<file path="config.mk">
export PLATFORM = sky130hd
export DESIGN_NAME = seven_segment_two_wire_display_writer
export DESIGN_NICKNAME = d
export VERILOG_FILES = /design/src/sv/ssdw_pkg.sv /design/src/sv/seven_segment_two_wire_display_writer.sv
export SDC_FILE = /design/constraint.sdc
export NUM_CORES = 1
export LEC_CHECK = 0
export BUFFER_PORTS_ARGS = -buffer_cell sky130_fd_sc_hd__buf_2
export CAP_MARGIN = 20
export CORE_AREA = 2 2 127 129
export CTS_CLUSTER_SIZE = 10
export DETAILED_ROUTE_END_ITERATION = 10
export DIE_AREA = 0 0 129 131
export PLACE_DENSITY_LB_ADDON = 0.2
export SLEW_MARGIN = 10
export SYNTH_ARGS = -nofsm -noshare
export SYNTH_HDL_FRONTEND = slang
export SYNTH_SLANG_ARGS = --single-unit
</file>
<file path="constraint.sdc">
create_clock -name clk -period 29.1 [get_ports clk]
set_clock_uncertainty 0.2 [all_clocks]
set_input_delay 5.82 -clock clk [delete_from_list [all_inputs] [get_ports clk]]
set_output_delay 5.82 -clock clk [all_outputs]
set_load 0.01 [all_outputs]
</file>
<file path="src/sv/ssdw_pkg.sv">
`timescale 1ns / 1ps

package ssdw_pkg;

    localparam int unsigned NUM_DIGITS = 4;

    localparam logic [7:0] CMD_DATA = 8'h40;
    localparam logic [7:0] CMD_ADDR = 8'hC0;
    localparam logic [7:0] CMD_DISP = 8'h80;

    localparam logic [2:0] SLOT_DATA_CMD = 3'd0;
    localparam logic [2:0] SLOT_ADDR_CMD = 3'd1;
    localparam logic [2:0] SLOT_FIRST_CODE = 3'd2;
    localparam logic [2:0] SLOT_DISP = 3'd6;
    localparam logic [2:0] SLOT_FINISHED = 3'd7;

    localparam logic [13:0] NUMBER_MAX = 14'd9999;
    localparam logic [2:0] LENGTH_MAX = 3'd4;

    localparam logic CFG_BRIGHTNESS = 1'b0;
    localparam logic CFG_DISPLAY_ON = 1'b1;

    localparam logic [13:0] DIGIT_WEIGHT [NUM_DIGITS] = '{14'd1000, 14'd100, 14'd10, 14'd1};

    typedef enum logic [10:0] {
        PH_START      = 11'b000_0000_0001,
        PH_BIT_LOW    = 11'b000_0000_0010,
        PH_BIT_DATA   = 11'b000_0000_0100,
        PH_BIT_HIGH   = 11'b000_0000_1000,
        PH_ACK_LOW    = 11'b000_0001_0000,
        PH_ACK_HIGH   = 11'b000_0010_0000,
        PH_ACK_SAMPLE = 11'b000_0100_0000,
        PH_ACK_END    = 11'b000_1000_0000,
        PH_STOP_LOW   = 11'b001_0000_0000,
        PH_STOP_CLK   = 11'b010_0000_0000,
        PH_STOP_DIO   = 11'b100_0000_0000
    } phase_t;

    typedef struct packed {
        logic clk_release;
        logic dio_release;
        logic busy_res;
        logic ack_missing;
        logic request_dropped;
        logic sequence_done;
    } res_t;

    function automatic logic [6:0] glyph(input logic [3:0] digit);
        logic [6:0] code;
        unique case (digit)
            4'd0: code = 7'b0111111;
            4'd1: code = 7'b0000110;
            4'd2: code = 7'b1011011;
            4'd3: code = 7'b1001111;
            4'd4: code = 7'b1100110;
            4'd5: code = 7'b1101101;
            4'd6: code = 7'b1111101;
            4'd7: code = 7'b0000111;
            4'd8: code = 7'b1111111;
            4'd9: code = 7'b1101111;
            default: code = 7'b0000000;
        endcase
        return code;
    endfunction

    // Byte sent in a given slot; codes holds digit 3 in its top byte.
    function automatic logic [7:0] slot_byte(
        input logic [2:0]  slot,
        input logic [2:0]  len,
        input logic [1:0]  pos,
        input logic        disp_on,
        input logic [2:0]  bright,
        input logic [31:0] codes
    );
        logic [2:0] idx;
        logic [7:0] value;
        idx = 3'(LENGTH_MAX - len + (slot - SLOT_FIRST_CODE));
        if (slot == SLOT_DATA_CMD) begin
            value = CMD_DATA;
        end else if (slot == SLOT_ADDR_CMD) begin
            value = CMD_ADDR | {6'd0, pos};
        end else if (slot < SLOT_DISP) begin
            value = codes[idx[1:0] * 8 +: 8];
        end else begin
            value = CMD_DISP | {4'd0, disp_on, bright};
        end
        return value;
    endfunction

endpackage

</file>
<file path="src/sv/seven_segment_two_wire_display_writer.sv">
`timescale 1ns / 1ps

// Each accepted transfer's result is registered into the output register, or into the skid stage.
// Throughput: one transfer per cycle; the input stalls only while the output
// register and its skid stage both hold results that are not taken.
// Digit conversion follows an accepted request, one digit per cycle.
// Reset: asynchronous, active low; lines released, idle, brightness 7, display on.
module seven_segment_two_wire_display_writer
    import ssdw_pkg::*;
(
    input  logic        clk,
    input  logic        rst_n,
    input  logic        cfg_write_en,
    input  logic        cfg_index,
    input  logic [2:0]  cfg_data,
    input  logic        in_valid,
    output logic        in_stall,
    input  logic        kind,
    input  logic [13:0] number,
    input  logic [7:0]  dots,
    input  logic        zero_fill,
    input  logic [2:0]  shown_length,
    input  logic [1:0]  position,
    input  logic        dio_sense,
    output logic        out_valid,
    input  logic        out_stall,
    output logic        clk_release,
    output logic        dio_release,
    output logic        busy_res,
    output logic        ack_missing,
    output logic        request_dropped,
    output logic        sequence_done
);

    phase_t      phase_reg, phase_next;
    logic [2:0]  byte_slot_reg, byte_slot_next;
    logic [2:0]  bit_count_reg, bit_count_next;
    logic [7:0]  shift_reg, shift_next;
    logic        clk_line_reg, clk_line_next;
    logic        dio_line_reg, dio_line_next;
    logic        busy_reg, busy_next;
    logic [2:0]  length_reg, length_next;
    logic [1:0]  position_reg, position_next;
    logic [2:0]  brightness_reg;
    logic        display_on_reg;

    logic [7:0]  seg_reg [NUM_DIGITS];
    logic [31:0] seg_flat;

    logic        conv_active_reg, conv_active_next;
    logic [1:0]  conv_cnt_reg, conv_cnt_next;
    logic [13:0] conv_rem_reg, conv_rem_next;
    logic [3:0]  conv_dots_reg, conv_dots_next;
    logic        conv_lz_reg, conv_lz_next;
    logic        conv_leading_reg, conv_leading_next;
    logic [3:0]  conv_digit;
    logic [13:0] conv_rem_out;
    logic [7:0]  conv_code;

    res_t        out_res_reg, skid_res_reg, res_now;
    logic        out_valid_reg, skid_valid_reg;
    logic        in_acc, out_take;
    logic        is_request;
    logic [2:0]  slot_after;
    logic        more_bytes;

    assign in_acc = in_valid && !in_stall;
    assign out_take = out_valid_reg && !out_stall;
    assign in_stall = skid_valid_reg;
    assign out_valid = out_valid_reg;
    assign is_request = !kind;
    assign seg_flat = {seg_reg[3], seg_reg[2], seg_reg[1], seg_reg[0]};

    always_comb
    begin
        phase_next = phase_reg;
        byte_slot_next = byte_slot_reg;
        bit_count_next = bit_count_reg;
        shift_next = shift_reg;
        clk_line_next = clk_line_reg;
        dio_line_next = dio_line_reg;
        busy_next = busy_reg;
        length_next = length_reg;
        position_next = position_reg;
        res_now.ack_missing = 1'b0;
        res_now.request_dropped = 1'b0;
        res_now.sequence_done = 1'b0;
        slot_after = byte_slot_reg;
        more_bytes = 1'b0;

        if (is_request) begin
            if (busy_reg) begin
                res_now.request_dropped = 1'b1;
            end else begin
                length_next = (shown_length > LENGTH_MAX) ? LENGTH_MAX : shown_length;
                position_next = position;
                byte_slot_next = SLOT_DATA_CMD;
                bit_count_next = 3'd0;
                phase_next = PH_START;
                shift_next = CMD_DATA;
                busy_next = 1'b1;
            end
        end else if (busy_reg) begin
            unique case (phase_reg)
                PH_START:
                begin
                    dio_line_next = 1'b0;
                    phase_next = PH_BIT_LOW;
                    bit_count_next = 3'd0;
                end
                PH_BIT_LOW:
                begin
                    clk_line_next = 1'b0;
                    phase_next = PH_BIT_DATA;
                end
                PH_BIT_DATA:
                begin
                    dio_line_next = shift_reg[0];
                    phase_next = PH_BIT_HIGH;
                end
                PH_BIT_HIGH:
                begin
                    clk_line_next = 1'b1;
                    shift_next = {1'b0, shift_reg[7:1]};
                    if (bit_count_reg == 3'd7) begin
                        bit_count_next = 3'd0;
                        phase_next = PH_ACK_LOW;
                    end else begin
                        bit_count_next = bit_count_reg + 3'd1;
                        phase_next = PH_BIT_LOW;
                    end
                end
                PH_ACK_LOW:
                begin
                    clk_line_next = 1'b0;
                    dio_line_next = 1'b1;
                    phase_next = PH_ACK_HIGH;
                end
                PH_ACK_HIGH:
                begin
                    clk_line_next = 1'b1;
                    phase_next = PH_ACK_SAMPLE;
                end
                PH_ACK_SAMPLE:
                begin
                    res_now.ack_missing = dio_sense;
                    if (!dio_sense) begin
                        dio_line_next = 1'b0;
                    end
                    phase_next = PH_ACK_END;
                end
                PH_ACK_END:
                begin
                    clk_line_next = 1'b0;
                    if (byte_slot_reg == SLOT_DATA_CMD) begin
                        slot_after = SLOT_ADDR_CMD;
                    end else if (byte_slot_reg == SLOT_ADDR_CMD) begin
                        if (length_reg != 3'd0) begin
                            slot_after = SLOT_FIRST_CODE;
                            more_bytes = 1'b1;
                        end else begin
                            slot_after = SLOT_DISP;
                        end
                    end else if (byte_slot_reg < SLOT_DISP) begin
                        if ((byte_slot_reg - SLOT_FIRST_CODE) + 3'd1 < length_reg) begin
                            slot_after = byte_slot_reg + 3'd1;
                            more_bytes = 1'b1;
                        end else begin
                            slot_after = SLOT_DISP;
                        end
                    end else begin
                        slot_after = SLOT_FINISHED;
                    end
                    byte_slot_next = slot_after;
                    if (more_bytes) begin
                        shift_next = slot_byte(slot_after, length_reg, position_reg,
                                               display_on_reg, brightness_reg, seg_flat);
                        phase_next = PH_BIT_LOW;
                    end else begin
                        phase_next = PH_STOP_LOW;
                    end
                end
                PH_STOP_LOW:
                begin
                    dio_line_next = 1'b0;
                    phase_next = PH_STOP_CLK;
                end
                PH_STOP_CLK:
                begin
                    clk_line_next = 1'b1;
                    phase_next = PH_STOP_DIO;
                end
                PH_STOP_DIO:
                begin
                    dio_line_next = 1'b1;
                    if (byte_slot_reg == SLOT_FINISHED) begin
                        busy_next = 1'b0;
                        res_now.sequence_done = 1'b1;
                        phase_next = PH_START;
                        byte_slot_next = SLOT_DATA_CMD;
                    end else begin
                        shift_next = slot_byte(byte_slot_reg, length_reg, position_reg,
                                               display_on_reg, brightness_reg, seg_flat);
                        phase_next = PH_START;
                    end
                end
                default:
                begin
                    busy_next = 1'b0;
                    phase_next = PH_START;
                    byte_slot_next = SLOT_DATA_CMD;
                    bit_count_next = 3'd0;
                    clk_line_next = 1'b1;
                    dio_line_next = 1'b1;
                end
            endcase
        end

        res_now.clk_release = clk_line_next;
        res_now.dio_release = dio_line_next;
        res_now.busy_res = busy_next;
    end

    // One decimal digit per cycle by restoring compare and subtract.
    always_comb
    begin
        logic [13:0] rem;
        logic [13:0] step;
        logic        show;
        rem = conv_rem_reg;
        conv_digit = 4'd0;
        for (int b = 3; b >= 0; b--) begin
            step = 14'(DIGIT_WEIGHT[conv_cnt_reg] << b);
            if (rem >= step) begin
                rem = rem - step;
                conv_digit[b] = 1'b1;
            end
        end
        conv_rem_out = rem;
        show = (conv_digit != 4'd0) || conv_lz_reg || !conv_leading_reg
               || (conv_cnt_reg == 2'd3);
        conv_code = {conv_dots_reg[~conv_cnt_reg], show ? glyph(conv_digit) : 7'd0};
    end

    always_comb
    begin
        conv_active_next = conv_active_reg;
        conv_cnt_next = conv_cnt_reg;
        conv_rem_next = conv_rem_reg;
        conv_dots_next = conv_dots_reg;
        conv_lz_next = conv_lz_reg;
        conv_leading_next = conv_leading_reg;
        if (in_acc && is_request && !busy_reg) begin
            conv_active_next = 1'b1;
            conv_cnt_next = 2'd0;
            conv_rem_next = (number > NUMBER_MAX) ? NUMBER_MAX : number;
            conv_dots_next = dots[7:4];
            conv_lz_next = zero_fill;
            conv_leading_next = 1'b1;
        end else if (conv_active_reg) begin
            conv_rem_next = conv_rem_out;
            conv_leading_next = conv_leading_reg && (conv_digit == 4'd0);
            conv_cnt_next = conv_cnt_reg + 2'd1;
            if (conv_cnt_reg == 2'd3) begin
                conv_active_next = 1'b0;
            end
        end
    end

    always_ff @(posedge clk)
    begin
        if (conv_active_reg && !(in_acc && is_request && !busy_reg)) begin
            seg_reg[conv_cnt_reg] <= conv_code;
        end
    end

    always_ff @(posedge clk or negedge rst_n)
    begin
        if (!rst_n) begin
            phase_reg <= PH_START;
            byte_slot_reg <= SLOT_DATA_CMD;
            bit_count_reg <= 3'd0;
            shift_reg <= 8'd0;
            clk_line_reg <= 1'b1;
            dio_line_reg <= 1'b1;
            busy_reg <= 1'b0;
            length_reg <= 3'd0;
            position_reg <= 2'd0;
            conv_active_reg <= 1'b0;
            conv_cnt_reg <= 2'd0;
        end else begin
            if (in_acc) begin
                phase_reg <= phase_next;
                byte_slot_reg <= byte_slot_next;
                bit_count_reg <= bit_count_next;
                shift_reg <= shift_next;
                clk_line_reg <= clk_line_next;
                dio_line_reg <= dio_line_next;
                busy_reg <= busy_next;
                length_reg <= length_next;
                position_reg <= position_next;
            end
            conv_active_reg <= conv_active_next;
            conv_cnt_reg <= conv_cnt_next;
        end
    end

    always_ff @(posedge clk)
    begin
        conv_rem_reg <= conv_rem_next;
        conv_dots_reg <= conv_dots_next;
        conv_lz_reg <= conv_lz_next;
        conv_leading_reg <= conv_leading_next;
    end

    always_ff @(posedge clk or negedge rst_n)
    begin
        if (!rst_n) begin
            brightness_reg <= 3'd7;
            display_on_reg <= 1'b1;
        end else if (cfg_write_en) begin
            unique case (cfg_index)
                CFG_BRIGHTNESS: brightness_reg <= cfg_data;
                CFG_DISPLAY_ON: display_on_reg <= cfg_data[0];
                default: brightness_reg <= brightness_reg;
            endcase
        end
    end

    always_ff @(posedge clk or negedge rst_n)
    begin
        if (!rst_n) begin
            out_valid_reg <= 1'b0;
            skid_valid_reg <= 1'b0;
        end else begin
            if (skid_valid_reg && out_take) begin
                skid_valid_reg <= 1'b0;
            end else if (in_acc) begin
                if (!out_valid_reg || out_take) begin
                    out_valid_reg <= 1'b1;
                end else begin
                    skid_valid_reg <= 1'b1;
                end
            end else if (out_take) begin
                out_valid_reg <= 1'b0;
            end
        end
    end

    always_ff @(posedge clk)
    begin
        if (skid_valid_reg && out_take) begin
            out_res_reg <= skid_res_reg;
        end else if (in_acc) begin
            if (!out_valid_reg || out_take) begin
                out_res_reg <= res_now;
            end else begin
                skid_res_reg <= res_now;
            end
        end
    end

    assign clk_release = out_res_reg.clk_release;
    assign dio_release = out_res_reg.dio_release;
    assign busy_res = out_res_reg.busy_res;
    assign ack_missing = out_res_reg.ack_missing;
    assign request_dropped = out_res_reg.request_dropped;
    assign sequence_done = out_res_reg.sequence_done;

endmodule

</file>
==> metrics.json, run 1 <==
{
  "critical_path": {
    "crit_path_start_kind": "register",
    "startpoint": "conv_cnt_reg[1]",
    "worst-endpoint-arrival_ps": 11830,
    "critical-path-max-stage-delay_ps": 720,
    "critical-path-top-cell-by-count": "sky130_fd_sc_hd__ha_1",
    "crit_path_class": "register to register",
    "r2r-end": "seg_reg[1][3]",
    "r2r_setup_slack_ps": 17100,
    "critical-path-slowest-cell": "sky130_fd_sc_hd__dfrtp_1",
    "ff2ff_path_depth": 40,
    "critical_path.endpoint_type": "register",
    "regToRegStartpoint": "conv_cnt_reg[1]",
    "worst_setup_path_endpoint": "seg_reg[1][3]",
    "path_max_fanout": 21,
    "worst_ep_required_time_ps": 28940
  },
  "floorplanning": {
    "die_h_um": 131,
    "floorplan.die_area_sq_mm": 0.0169,
    "io_pins": 47,
    "dieWidth_um": 129,
    "placeableCoreArea_sq_mm": 0.0156,
    "row_count": 46,
    "floorplan.initialDensity_pct": 53.4
  },
  "global_routing": {
    "grt_antenna_before_repair": 0,
    "grt_util_all_layers_pct": 24.4,
    "grt_start_max_net_pins": 43,
    "first_global_vias": 6564,
    "grt_overflow_total": 0,
    "grt_pass1_wl_mm": 32.5
  },
  "synthesis": {
    "synth.top_cells.by_area": "sky130_fd_sc_hd__edfxtp_1 (23%), sky130_fd_sc_hd__dfrtp_1 (11%), sky130_fd_sc_hd__ha_1 (9.0%), sky130_fd_sc_hd__mux4_2 (4.6%), sky130_fd_sc_hd__nand2_1 (3.6%)",
    "synth_area_per_cell_sq_um": 9.67,
    "synth_largest_area_cell": "sky130_fd_sc_hd__edfxtp_1",
    "yosys_register_bits": 106,
    "post_synth_instance_area_sq_mm": 0.00832,
    "yosys_most_used_dff": "sky130_fd_sc_hd__edfxtp_1",
    "synthArstFlopShare_pct": 39.6,
    "yosys.area.top_type_share_pct": 22.7,
    "synth-warning-count": 0,
    "synth_fp_nets": 964,
    "synth-seq-area-share_pct": 35.7,
    "postSynthCellCount": 861,
    "synth_cell_count_leaders": "sky130_fd_sc_hd__nand2_1 (80), sky130_fd_sc_hd__nor2_1 (74), sky130_fd_sc_hd__edfxtp_1 (63)",
    "synth_most_common_cell": "sky130_fd_sc_hd__nand2_1",
    "synth.lib_cells_used.distinct": 92,
    "synth-edff-count": 63
  },
  "clock_tree": {
    "worstSkewPairLatency_ps": 360,
    "cts.path.max_buffers": 2,
    "tritoncts": "yes",
    "clock_root_buffer_master": "sky130_fd_sc_hd__clkbuf_16",
    "clk_transition_reported_paths_ps": 70,
    "cts_max_level": 3,
    "clock-sinks": 106,
    "post-cts-setup-buffer-count": 0,
    "cts-buffers-inserted": 9,
    "post_cts.resized_instances": 0,
    "ctsHoldBuffers": 0
  },
  "layout": {
    "finish.net_count": 1005,
    "areaGrowthSynthToFinish_pct": 8.59,
    "max_ffs_per_register": 32,
    "finish.instance_area_sq_mm": 0.00904,
    "diodes_inserted": 0,
    "drive_above_1_share_pct": 15.7
  },
  "routing": {
    "drc_viols": 0,
    "final_antenna_net_count": 0,
    "detailedRoute.firstPassIterationCount": 5,
    "drt_iter0_markers": 460,
    "drt-vias-per-instance": 6.03,
    "route.detailed.wl_per_inst_um": 17.7,
    "route.final.wire_length_mm": 19.8,
    "via_count": 6767
  },
  "sta": {
    "timing.final.crit_period_ps": 12000,
    "slew_headroom_pct": 33.7,
    "min_period_over_period_pct": 41.2,
    "report.final.hold_viol_count": 0,
    "slew_viol_final": 0,
    "final-setup-viol-count": 0,
    "worst-slew-pin-transition_ps": 988,
    "achievable-frequency_mhz": 83.4,
    "rsz0062_at_grt": "no",
    "finalSetupTns_ps": 0
  },
  "status": {
    "outcome": "completed"
  },
  "placement": {
    "gp_congestion": 0.908,
    "placement.io_buffers": 42,
    "dpl_cell_area_sq_mm": 0.00877,
    "place_hpwl_mm": 15.3
  },
  "job": {
    "max-cap-violations": 0
  },
  "worst_hold_path": {
    "worst_hold_path_type": "register to register",
    "min_path_cells": 2
  }
}
[placed cells by master (no fill, tap or decap), drive strengths merged, types with 26 or more instances in the layout]
| master | n |
|---|---|
| nand2 | 81 |
| nor2 | 76 |
| edfxtp | 63 |
| ha | 60 |
| o21ai | 58 |
| a21oi | 56 |
| inv | 56 |
| buf | 52 |
| dfrtp | 35 |
| xnor2 | 26 |
[layer usage]
metal  global-route usage (%)  vias to the layer above  wire, um
li1                         -                     3295         -
met1                     30.1                     3269      8730
met2                     45.2                      175     10000
met3                     3.01                       28       705
met4                     7.03                        0       379
met5                        0                        -         0
[worst max-delay path, delay by kind of cell (launching register included)]
family                     cells  cell delay [ps]
buffers and inverters          5             1310
AOI/OAI and AO/OA             14             3170
adders and majority gates      6             2140
DFF                            1              720
and+or+nand+nor               14             3640
muxes                          1              430
[worst min-delay path by stage]
stage | start | to
after floorplan | length_reg[1] | length_reg[1]
after global placement | length_reg[1] | length_reg[1]
after detailed placement | conv_leading_reg | conv_leading_reg
after CTS | conv_leading_reg | conv_leading_reg
after global routing | conv_leading_reg | conv_leading_reg
final | conv_leading_reg | conv_leading_reg
[final cells by class]
class | count | area, sq um
Fill cell | 1393 | 6560
Multi-Input combinational cell | 680 | 5050
Sequential cell | 106 | 2970
Timing Repair Buffer | 52 | 285
Tap cell | 216 | 270
Clock buffer | 12 | 236
Inverter | 53 | 199
Clock inverter | 4 | 26.3
[per-stage QoR]
| stage | setup WS, ps | hold WS [ps] | cells | utilization [%] |
|---|---|---|---|---|
| floorplan | 19070 | 250 | 861 | - |
| global placement | 17430 | 272 | 1107 | 56.2 |
| detailed placement | 17310 | 273 | 1107 | 56.2 |
| CTS | 17280 | 287 | 1123 | 57.9 |
| global route | 16320 | 309 | 1123 | 57.9 |
| finish | 17100 | 282 | 1123 | 57.9 |
[kinds of logic (layout without fill, tap and decap cells)]
family	Yosys count	after routing	synth area share [%]
mux	52	52	9.31
xor+xnor	39	39	4.19
flops	106	106	35.7
compound gates	234	234	19.7
buf+inv	75	121	3.64
simple gates	291	291	17.5
fa+ha+maj	64	64	9.98
Power of run 1 is left out: the tool's default activity adds up to more than one toggle a clock period on the data nets, which glitch-free logic cannot reach.
==> run 2, diff against run 1 <==
==> constraint.sdc (replaced) <==
create_clock -name clk -period 11.85 [get_ports clk]
set_clock_uncertainty 0.2 [all_clocks]
set_input_delay 2.37 -clock clk [delete_from_list [all_inputs] [get_ports clk]]
set_output_delay 2.37 -clock clk [all_outputs]
set_load 0.01 [all_outputs]
==> run 2 against run 1 <==
Global-route usage is 0.26 points higher. Final cell count grew 0.53%. Die area is the same. Critical endpoint is now seg_reg[3][3].
==> metrics.json, run 2 (synthesis gave the netlist of run 1 again) <==
{
  "status": {
    "outcome": "completed"
  },
  "floorplanning": {
    "dieWidth": {"value": 129, "unit": "um", "change": "unchanged"},
    "row_count": {"value": 46, "change": "unchanged"},
    "io_pins": {"value": 47, "change": "unchanged"},
    "die_h": {"value": 131, "unit": "um", "change": "unchanged"},
    "placeableCoreArea": {"value": 0.0156, "unit": "sq mm", "change": "unchanged"},
    "floorplan.initialDensity": {"value": 53.4, "unit": "%", "change": "unchanged"},
    "floorplan.die_area": {"value": 0.0169, "unit": "sq mm", "change": "unchanged"}
  },
  "critical_path": {
    "r2r_setup_slack": {"value": 900, "unit": "ps", "change": "-16200 ps"},
    "critical-path-max-stage-delay": {"value": 450, "unit": "ps", "change": "-270 ps"},
    "ff2ff_path_depth": {"value": 45, "change": "+13%"},
    "critical-path-slowest-cell": "sky130_fd_sc_hd__dfrtp_1",
    "critical_path.endpoint_type": "register",
    "worst_ep_required_time": {"value": 11780, "unit": "ps", "change": "-17160 ps"},
    "crit_path_class": "register to register",
    "r2r-end": "seg_reg[3][3]",
    "path_max_fanout": {"value": 19, "change": "-9.5%"},
    "regToRegStartpoint": "conv_cnt_reg[0]",
    "worst-endpoint-arrival": {"value": 10880, "unit": "ps", "change": "-950 ps"},
    "crit_path_start_kind": "register"
  },
  "sta": {
    "report.final.hold_viol_count": {"value": 0, "change": "unchanged"},
    "min_period_over_period": {"value": 92.4, "unit": "%", "change": "+51 points"},
    "slew_headroom": {"value": 31.6, "unit": "%", "change": "-2.0 points"},
    "holdWs": {"value": 294, "unit": "ps", "change": "+12.4 ps"},
    "slew_viol_final": {"value": 0, "change": "unchanged"},
    "achievable-frequency": {"value": 91.4, "unit": "MHz", "change": "+9.6%"},
    "worst-slew-pin-transition": {"value": 1020, "unit": "ps", "change": "+30.0 ps"},
    "final-setup-viol-count": {"value": 0, "change": "unchanged"},
    "finalSetupTns": {"value": 0, "unit": "ps", "change": "unchanged"},
    "rsz0062_at_grt": "no",
    "timing.final.crit_period": {"value": 10950, "unit": "ps", "change": "-1050 ps"}
  },
  "routing": {
    "drt-vias-per-instance": {"value": 5.99, "change": "-0.60%"},
    "drt_iter0_markers": {"value": 494, "change": "+7.4%"},
    "route.final.wire_length": {"value": 20.1, "unit": "mm", "change": "+1.5%"},
    "via_count": {"value": 6762, "change": "-0.074%"},
    "final_antenna_net_count": {"value": 0, "change": "unchanged"},
    "drc_viols": {"value": 0, "change": "unchanged"},
    "route.detailed.wl_per_inst": {"value": 17.8, "unit": "um", "change": "+0.95%"},
    "detailedRoute.firstPassIterationCount": {"value": 5, "change": "unchanged"}
  },
  "placement": {
    "gp_congestion": {"value": 0.915, "change": "+0.79%"},
    "placement.io_buffers": {"value": 42, "change": "unchanged"},
    "place_hpwl": {"value": 15.6, "unit": "mm", "change": "+2.0%"},
    "placedCellCount": {"value": 1112, "change": "+0.45%"}
  },
  "layout": {
    "n_fill_cell": {"value": 1383, "change": "-0.72%"},
    "final_cell_mix": "sky130_fd_sc_hd__nand2_1 (80), sky130_fd_sc_hd__nor2_1 (74), sky130_fd_sc_hd__edfxtp_1 (63)",
    "diodes_inserted": {"value": 0, "change": "unchanged"},
    "multi_input_area": {"value": 0.00505, "unit": "sq mm", "change": "+0.12%"},
    "areaGrowthSynthToFinish_pct": 9.73,
    "drive_above_1_share": {"value": 16.3, "unit": "%", "change": "+0.66 points"},
    "max_ffs_per_register": {"value": 32, "change": "unchanged"},
    "layout.area.seq": {"value": 0.00297, "unit": "sq mm", "change": "unchanged"},
    "finish.net_count": {"value": 1011, "change": "+0.60%"},
    "layout.cells.most_common": "sky130_fd_sc_hd__nand2_1",
    "final_cells": {"value": 1129, "change": "+0.53%"}
  },
  "clock_tree": {
    "clock-sinks": {"value": 106, "change": "unchanged"},
    "cts-buffers-inserted": {"value": 9, "change": "unchanged"},
    "ctsHoldBuffers": {"value": 0, "change": "unchanged"},
    "post_cts.resized_instances": {"value": 0, "change": "unchanged"},
    "post-cts-setup-buffer-count": {"value": 0, "change": "unchanged"},
    "clk_transition_reported_paths": {"value": 70, "unit": "ps", "change": "about the same"},
    "worstSkewPairLatency": {"value": 350, "unit": "ps", "change": "about the same"},
    "cts.path.max_buffers": {"value": 2, "change": "unchanged"},
    "clock_root_buffer_master": "sky130_fd_sc_hd__clkbuf_16",
    "tritoncts": "yes",
    "cts_max_level": {"value": 3, "change": "unchanged"}
  },
  "global_routing": {
    "first_global_vias": {"value": 6656, "change": "+1.4%"},
    "grt_pass1_wl": {"value": 32.8, "unit": "mm", "change": "+1.1%"},
    "grt_util_all_layers": {"value": 24.7, "unit": "%", "change": "+0.26 points"},
    "grt_antenna_before_repair": {"value": 0, "change": "unchanged"},
    "grt_start_max_net_pins": {"value": 43, "change": "unchanged"},
    "grt_overflow_total": {"value": 0, "change": "unchanged"}
  },
  "worst_hold_path": {
    "min_path_cells": {"value": 2, "change": "unchanged"},
    "worst_hold_path_type": "register to register",
    "start_point_of_the_worst_min_delay_path": "length_reg[1]",
    "worst_hold_path.endpoint": "length_reg[1]"
  },
  "job": {
    "max-cap-violations": {"value": 0, "change": "unchanged"}
  }
}
run 2: cell types whose count changed in the layout (fill, tap and decap cells not counted):
cell / previous run / this run
sky130_fd_sc_hd__clkinvlp_4: 0 / 1
sky130_fd_sc_hd__a31oi_2: 0 / 1
sky130_fd_sc_hd__clkbuf_1: 3 / 1
sky130_fd_sc_hd__buf_4: 10 / 15
sky130_fd_sc_hd__inv_4: 2 / 0
sky130_fd_sc_hd__buf_12: 0 / 1
sky130_fd_sc_hd__clkinv_1: 0 / 2
sky130_fd_sc_hd__a31oi_1: 9 / 8
sky130_fd_sc_hd__inv_8: 0 / 1
sky130_fd_sc_hd__clkinv_2: 1 / 0
sky130_fd_sc_hd__bufinv_16: 0 / 1
run 2: area by class of cell:
| cell class | instances | share of cell area (%) |
|---|---|---|
| multi-input combinational | 680 | 55.3 |
| clock inverter | 6 | 0.713 |
| clock buffer | 10 | 2.51 |
| inverter | 53 | 2.18 |
| tap | 216 | 2.96 |
| sequential | 106 | 32.5 |
| timing repair buffer | 58 | 3.75 |
run 2: how the worst max path moves through the flow:
stage	slack (ps)	start	to	cells after the start
6_report	900	conv_cnt_reg[0]	seg_reg[3][3]	45
5_1_grt	4	conv_cnt_reg[0]	seg_reg[0][3]	44
4_1_cts	900	conv_cnt_reg[0]	seg_reg[0][3]	43
3_5_place_dp	960	conv_cnt_reg[0]	seg_reg[2][3]	43
3_3_place_gp	1060	conv_cnt_reg[0]	seg_reg[0][3]	43
2_1_floorplan	1820	conv_cnt_reg[1]	seg_reg[0][0]	49
run 2: metal layers:
layer	track usage, %	vias up	share of wire, %
met5	0	-	0
met4	7.86	0	2.3
met3	3.91	37	4.0
met2	44.4	168	50
met1	30.7	3240	44
li1	-	3317	-
run 2: stage by stage:
| step | setup WS (ps) | area (sq um) | utilization, % |
|---|---|---|---|
| after floorplan | 1820 | 8320 | - |
| after global routing | 3.69 | 9130 | 58.5 |
| after global placement | 1060 | 8810 | 56.5 |
| after detailed placement | 956 | 8810 | 56.5 |
| after CTS | 899 | 9100 | 58.4 |
| final | 904 | 9130 | 58.5 |
run 2: worst max-delay path, delay by kind of cell (launching register included):
| kind | cells | cell delay, ps |
|---|---|---|
| simple gates | 17 | 3580 |
| compound gates | 14 | 3240 |
| fa+ha+maj | 6 | 1830 |
| buf+inv | 7 | 1060 |
| flops | 1 | 450 |
| mux | 1 | 340 |
Power of run 2 is left out for the same reason.
==> run 3, diff against run 2 <==
--- a/config.mk
+++ b/config.mk
@@ -11,6 +11,7 @@
 export CTS_CLUSTER_SIZE = 10
 export DETAILED_ROUTE_END_ITERATION = 10
 export DIE_AREA = 0 0 129 131
+export MAX_ROUTING_LAYER = met4
 export PLACE_DENSITY_LB_ADDON = 0.2
 export SLEW_MARGIN = 10
 export SYNTH_ARGS = -nofsm -noshare
==> run 3 against run 2 <==
Final cell count about the same. Worst hold slack improved by 0.77 ps. Highest routed layer unchanged. Via count rose by 1.0%. Global-route usage grew 0.81 points. Sequential cell count unchanged. Sequential share of layout area is 0.12 points lower. Critical path depth shrank 4. First-iteration DRC count down 5.3%. Final area is 0.36% higher. Non-clock buffer count grew 1.
==> metrics.json, run 3 (synthesis gave the netlist of run 1 again) <==
{
  "global_routing": {
    "grt_pass1_wl": {"value": 32.9, "unit": "mm", "change": "+0.23%"},
    "grt_antenna_before_repair": {"value": 0, "change": "unchanged"},
    "first_global_vias": {"value": 6634, "change": "-0.33%"},
    "grt_overflow_total": {"value": 0, "change": "unchanged"},
    "grt_start_max_net_pins": {"value": 43, "change": "unchanged"},
    "grt_util_all_layers": {"value": 25.5, "unit": "%", "change": "+0.81 points"}
  },
  "routing": {
    "drt_iter0_markers": {"value": 468, "change": "-5.3%"},
    "detailedRoute.firstPassIterationCount": {"value": 5, "change": "unchanged"},
    "drc_viols": {"value": 0, "change": "unchanged"},
    "final_antenna_net_count": {"value": 0, "change": "unchanged"},
    "route.final.wire_length": {"value": 20.1, "unit": "mm", "change": "about the same"},
    "drt-vias-per-instance": {"value": 6.04, "change": "+0.92%"},
    "via_count": {"value": 6830, "change": "+1.0%"},
    "route.detailed.wl_per_inst": {"value": 17.8, "unit": "um", "change": "about the same"}
  },
  "critical_path": {
    "ff2ff_path_depth": {"value": 41, "change": "-8.9%"},
    "worst_ep_required_time": {"value": 11710, "unit": "ps", "change": "-70 ps"},
    "regToRegStartpoint": "conv_cnt_reg[0]",
    "critical_path.endpoint_type": "register",
    "critical-path-top-cell-by-count": "sky130_fd_sc_hd__ha_1",
    "critical-path-slowest-cell": "sky130_fd_sc_hd__nor4_4",
    "critical-path-max-stage-delay": {"value": 480, "unit": "ps", "change": "+30 ps"},
    "worst-endpoint-arrival": {"value": 10740, "unit": "ps", "change": "-140 ps"},
    "r2r-end": "seg_reg[1][3]",
    "r2r_setup_slack": {"value": 970, "unit": "ps", "change": "+70 ps"},
    "path_max_fanout": {"value": 19, "change": "unchanged"},
    "crit_path_start_kind": "register",
    "critical_path.top_delay_family": "compound AO/OA/AOI/OAI gates",
    "crit_path_class": "register to register",
    "timing.critical_path.buf_inv": {"value": 3, "change": "-4"}
  },
  "layout": {
    "n_fill_cell": {"value": 1354, "change": "-2.1%"},
    "max_ffs_per_register": {"value": 32, "change": "unchanged"},
    "final_cell_mix": "sky130_fd_sc_hd__nand2_1 (80), sky130_fd_sc_hd__nor2_1 (74), sky130_fd_sc_hd__edfxtp_1 (63)",
    "finish.net_count": {"value": 1012, "change": "+0.099%"},
    "diodes_inserted": {"value": 0, "change": "unchanged"},
    "areaGrowthSynthToFinish_pct": 10.1,
    "drive_above_1_share": {"value": 16.5, "unit": "%", "change": "+0.20 points"},
    "layout.cells.most_common": "sky130_fd_sc_hd__nand2_1"
  },
  "worst_hold_path": {
    "start_point_of_the_worst_min_delay_path": "length_reg[1]",
    "worst_hold_path.endpoint": "length_reg[1]",
    "worst_hold_path_type": "register to register",
    "min_path_cells": {"value": 2, "change": "unchanged"}
  },
  "sta": {
    "timing.final.crit_period": {"value": 10880, "unit": "ps", "change": "-67.9 ps"},
    "rsz0062_at_grt": "no",
    "min_period_over_period": {"value": 91.8, "unit": "%", "change": "-0.57 points"},
    "final-setup-viol-count": {"value": 0, "change": "unchanged"},
    "report.final.hold_viol_count": {"value": 0, "change": "unchanged"},
    "finalSetupTns": {"value": 0, "unit": "ps", "change": "unchanged"},
    "worst-slew-pin-transition": {"value": 983, "unit": "ps", "change": "-35.3 ps"},
    "slew_viol_final": {"value": 0, "change": "unchanged"},
    "slew_headroom": {"value": 34.0, "unit": "%", "change": "+2.4 points"},
    "achievable-frequency": {"value": 91.9, "unit": "MHz", "change": "+0.62%"}
  },
  "placement": {
    "place_hpwl": {"value": 15.4, "unit": "mm", "change": "-1.3%"},
    "placement.io_buffers": {"value": 42, "change": "unchanged"},
    "gp_congestion": {"value": 0.918, "change": "+0.38%"}
  },
  "floorplanning": {
    "floorplan.initialDensity": {"value": 53.4, "unit": "%", "change": "unchanged"},
    "io_pins": {"value": 47, "change": "unchanged"},
    "row_count": {"value": 46, "change": "unchanged"},
    "floorplan.die_area": {"value": 0.0169, "unit": "sq mm", "change": "unchanged"},
    "placeableCoreArea": {"value": 0.0156, "unit": "sq mm", "change": "unchanged"},
    "dieWidth": {"value": 129, "unit": "um", "change": "unchanged"},
    "die_h": {"value": 131, "unit": "um", "change": "unchanged"}
  },
  "clock_tree": {
    "tritoncts": "yes",
    "cts.path.max_buffers": {"value": 2, "change": "unchanged"},
    "clock-sinks": {"value": 106, "change": "unchanged"},
    "ctsHoldBuffers": {"value": 0, "change": "unchanged"},
    "clk_transition_reported_paths": {"value": 70, "unit": "ps", "change": "about the same"},
    "cts_max_level": {"value": 3, "change": "unchanged"},
    "clock_root_buffer_master": "sky130_fd_sc_hd__clkbuf_16",
    "post_cts.resized_instances": {"value": 0, "change": "unchanged"},
    "post-cts-setup-buffer-count": {"value": 0, "change": "unchanged"},
    "cts-buffers-inserted": {"value": 9, "change": "unchanged"},
    "worstSkewPairLatency": {"value": 360, "unit": "ps", "change": "about the same"}
  },
  "job": {
    "max-cap-violations": {"value": 0, "change": "unchanged"}
  },
  "status": {
    "outcome": "completed"
  }
}
[run 3: changes by cell type in the layout (fill, tap and decap cells not counted), sizes merged]
cell / delta
clkbuf: -1
buf: +1
bufinv: +1
[run 3: layout make-up]
| class | count | area (sq um) | area share, % |
|---|---|---|---|
| Tap cell | 216 | 270 | 2.95 |
| Sequential cell | 106 | 2970 | 32.4 |
| Multi-Input combinational cell | 680 | 5050 | 55.1 |
| Clock buffer | 9 | 225 | 2.46 |
| Inverter | 53 | 199 | 2.17 |
| Clock inverter | 7 | 100 | 1.09 |
| Timing Repair Buffer | 59 | 350 | 3.82 |
[run 3: worst min-delay path, delay by kind of cell (launching register included)]
family | cells | cell delay [ps]
and+or+nand+nor | 1 | 50
AOI/OAI and AO/OA | 1 | 60
DFF | 1 | 350
[run 3: metal layers]
metal | vias up | wire, um | GRT usage (%)
li1 | 3312 | - | -
met1 | 3307 | 8990 | 31.1
met2 | 169 | 9910 | 44.0
met3 | 42 | 669 | 2.81
met4 | 0 | 551 | 9.72
met5 | - | 0 | -
[run 3: stage by stage]
step           util (%)  cell area, sq um  cells  setup WS, ps  hold slack [ps]
2_1_floorplan         -              8320    861          1820              250
3_3_place_gp       56.5              8820   1113          1190              271
3_5_place_dp       56.5              8820   1113          1080              275
4_1_cts            58.6              9140   1129          1040              296
5_1_grt            58.8              9160   1130           129              313
6_report           58.8              9160   1130           972              295
[run 3: how the worst max path moves through the flow]
stage	cells after the start	start	slack (ps)	endpoint
finish	41	conv_cnt_reg[0]	970	seg_reg[1][3]
global route	39	conv_cnt_reg[0]	130	seg_reg[1][6]
CTS	41	conv_cnt_reg[0]	1040	seg_reg[1][3]
detailed placement	41	conv_cnt_reg[0]	1080	seg_reg[1][3]
global placement	41	conv_cnt_reg[0]	1190	seg_reg[3][3]
floorplan	49	conv_cnt_reg[1]	1820	seg_reg[0][0]
Power of run 3 is left out for the same reason.
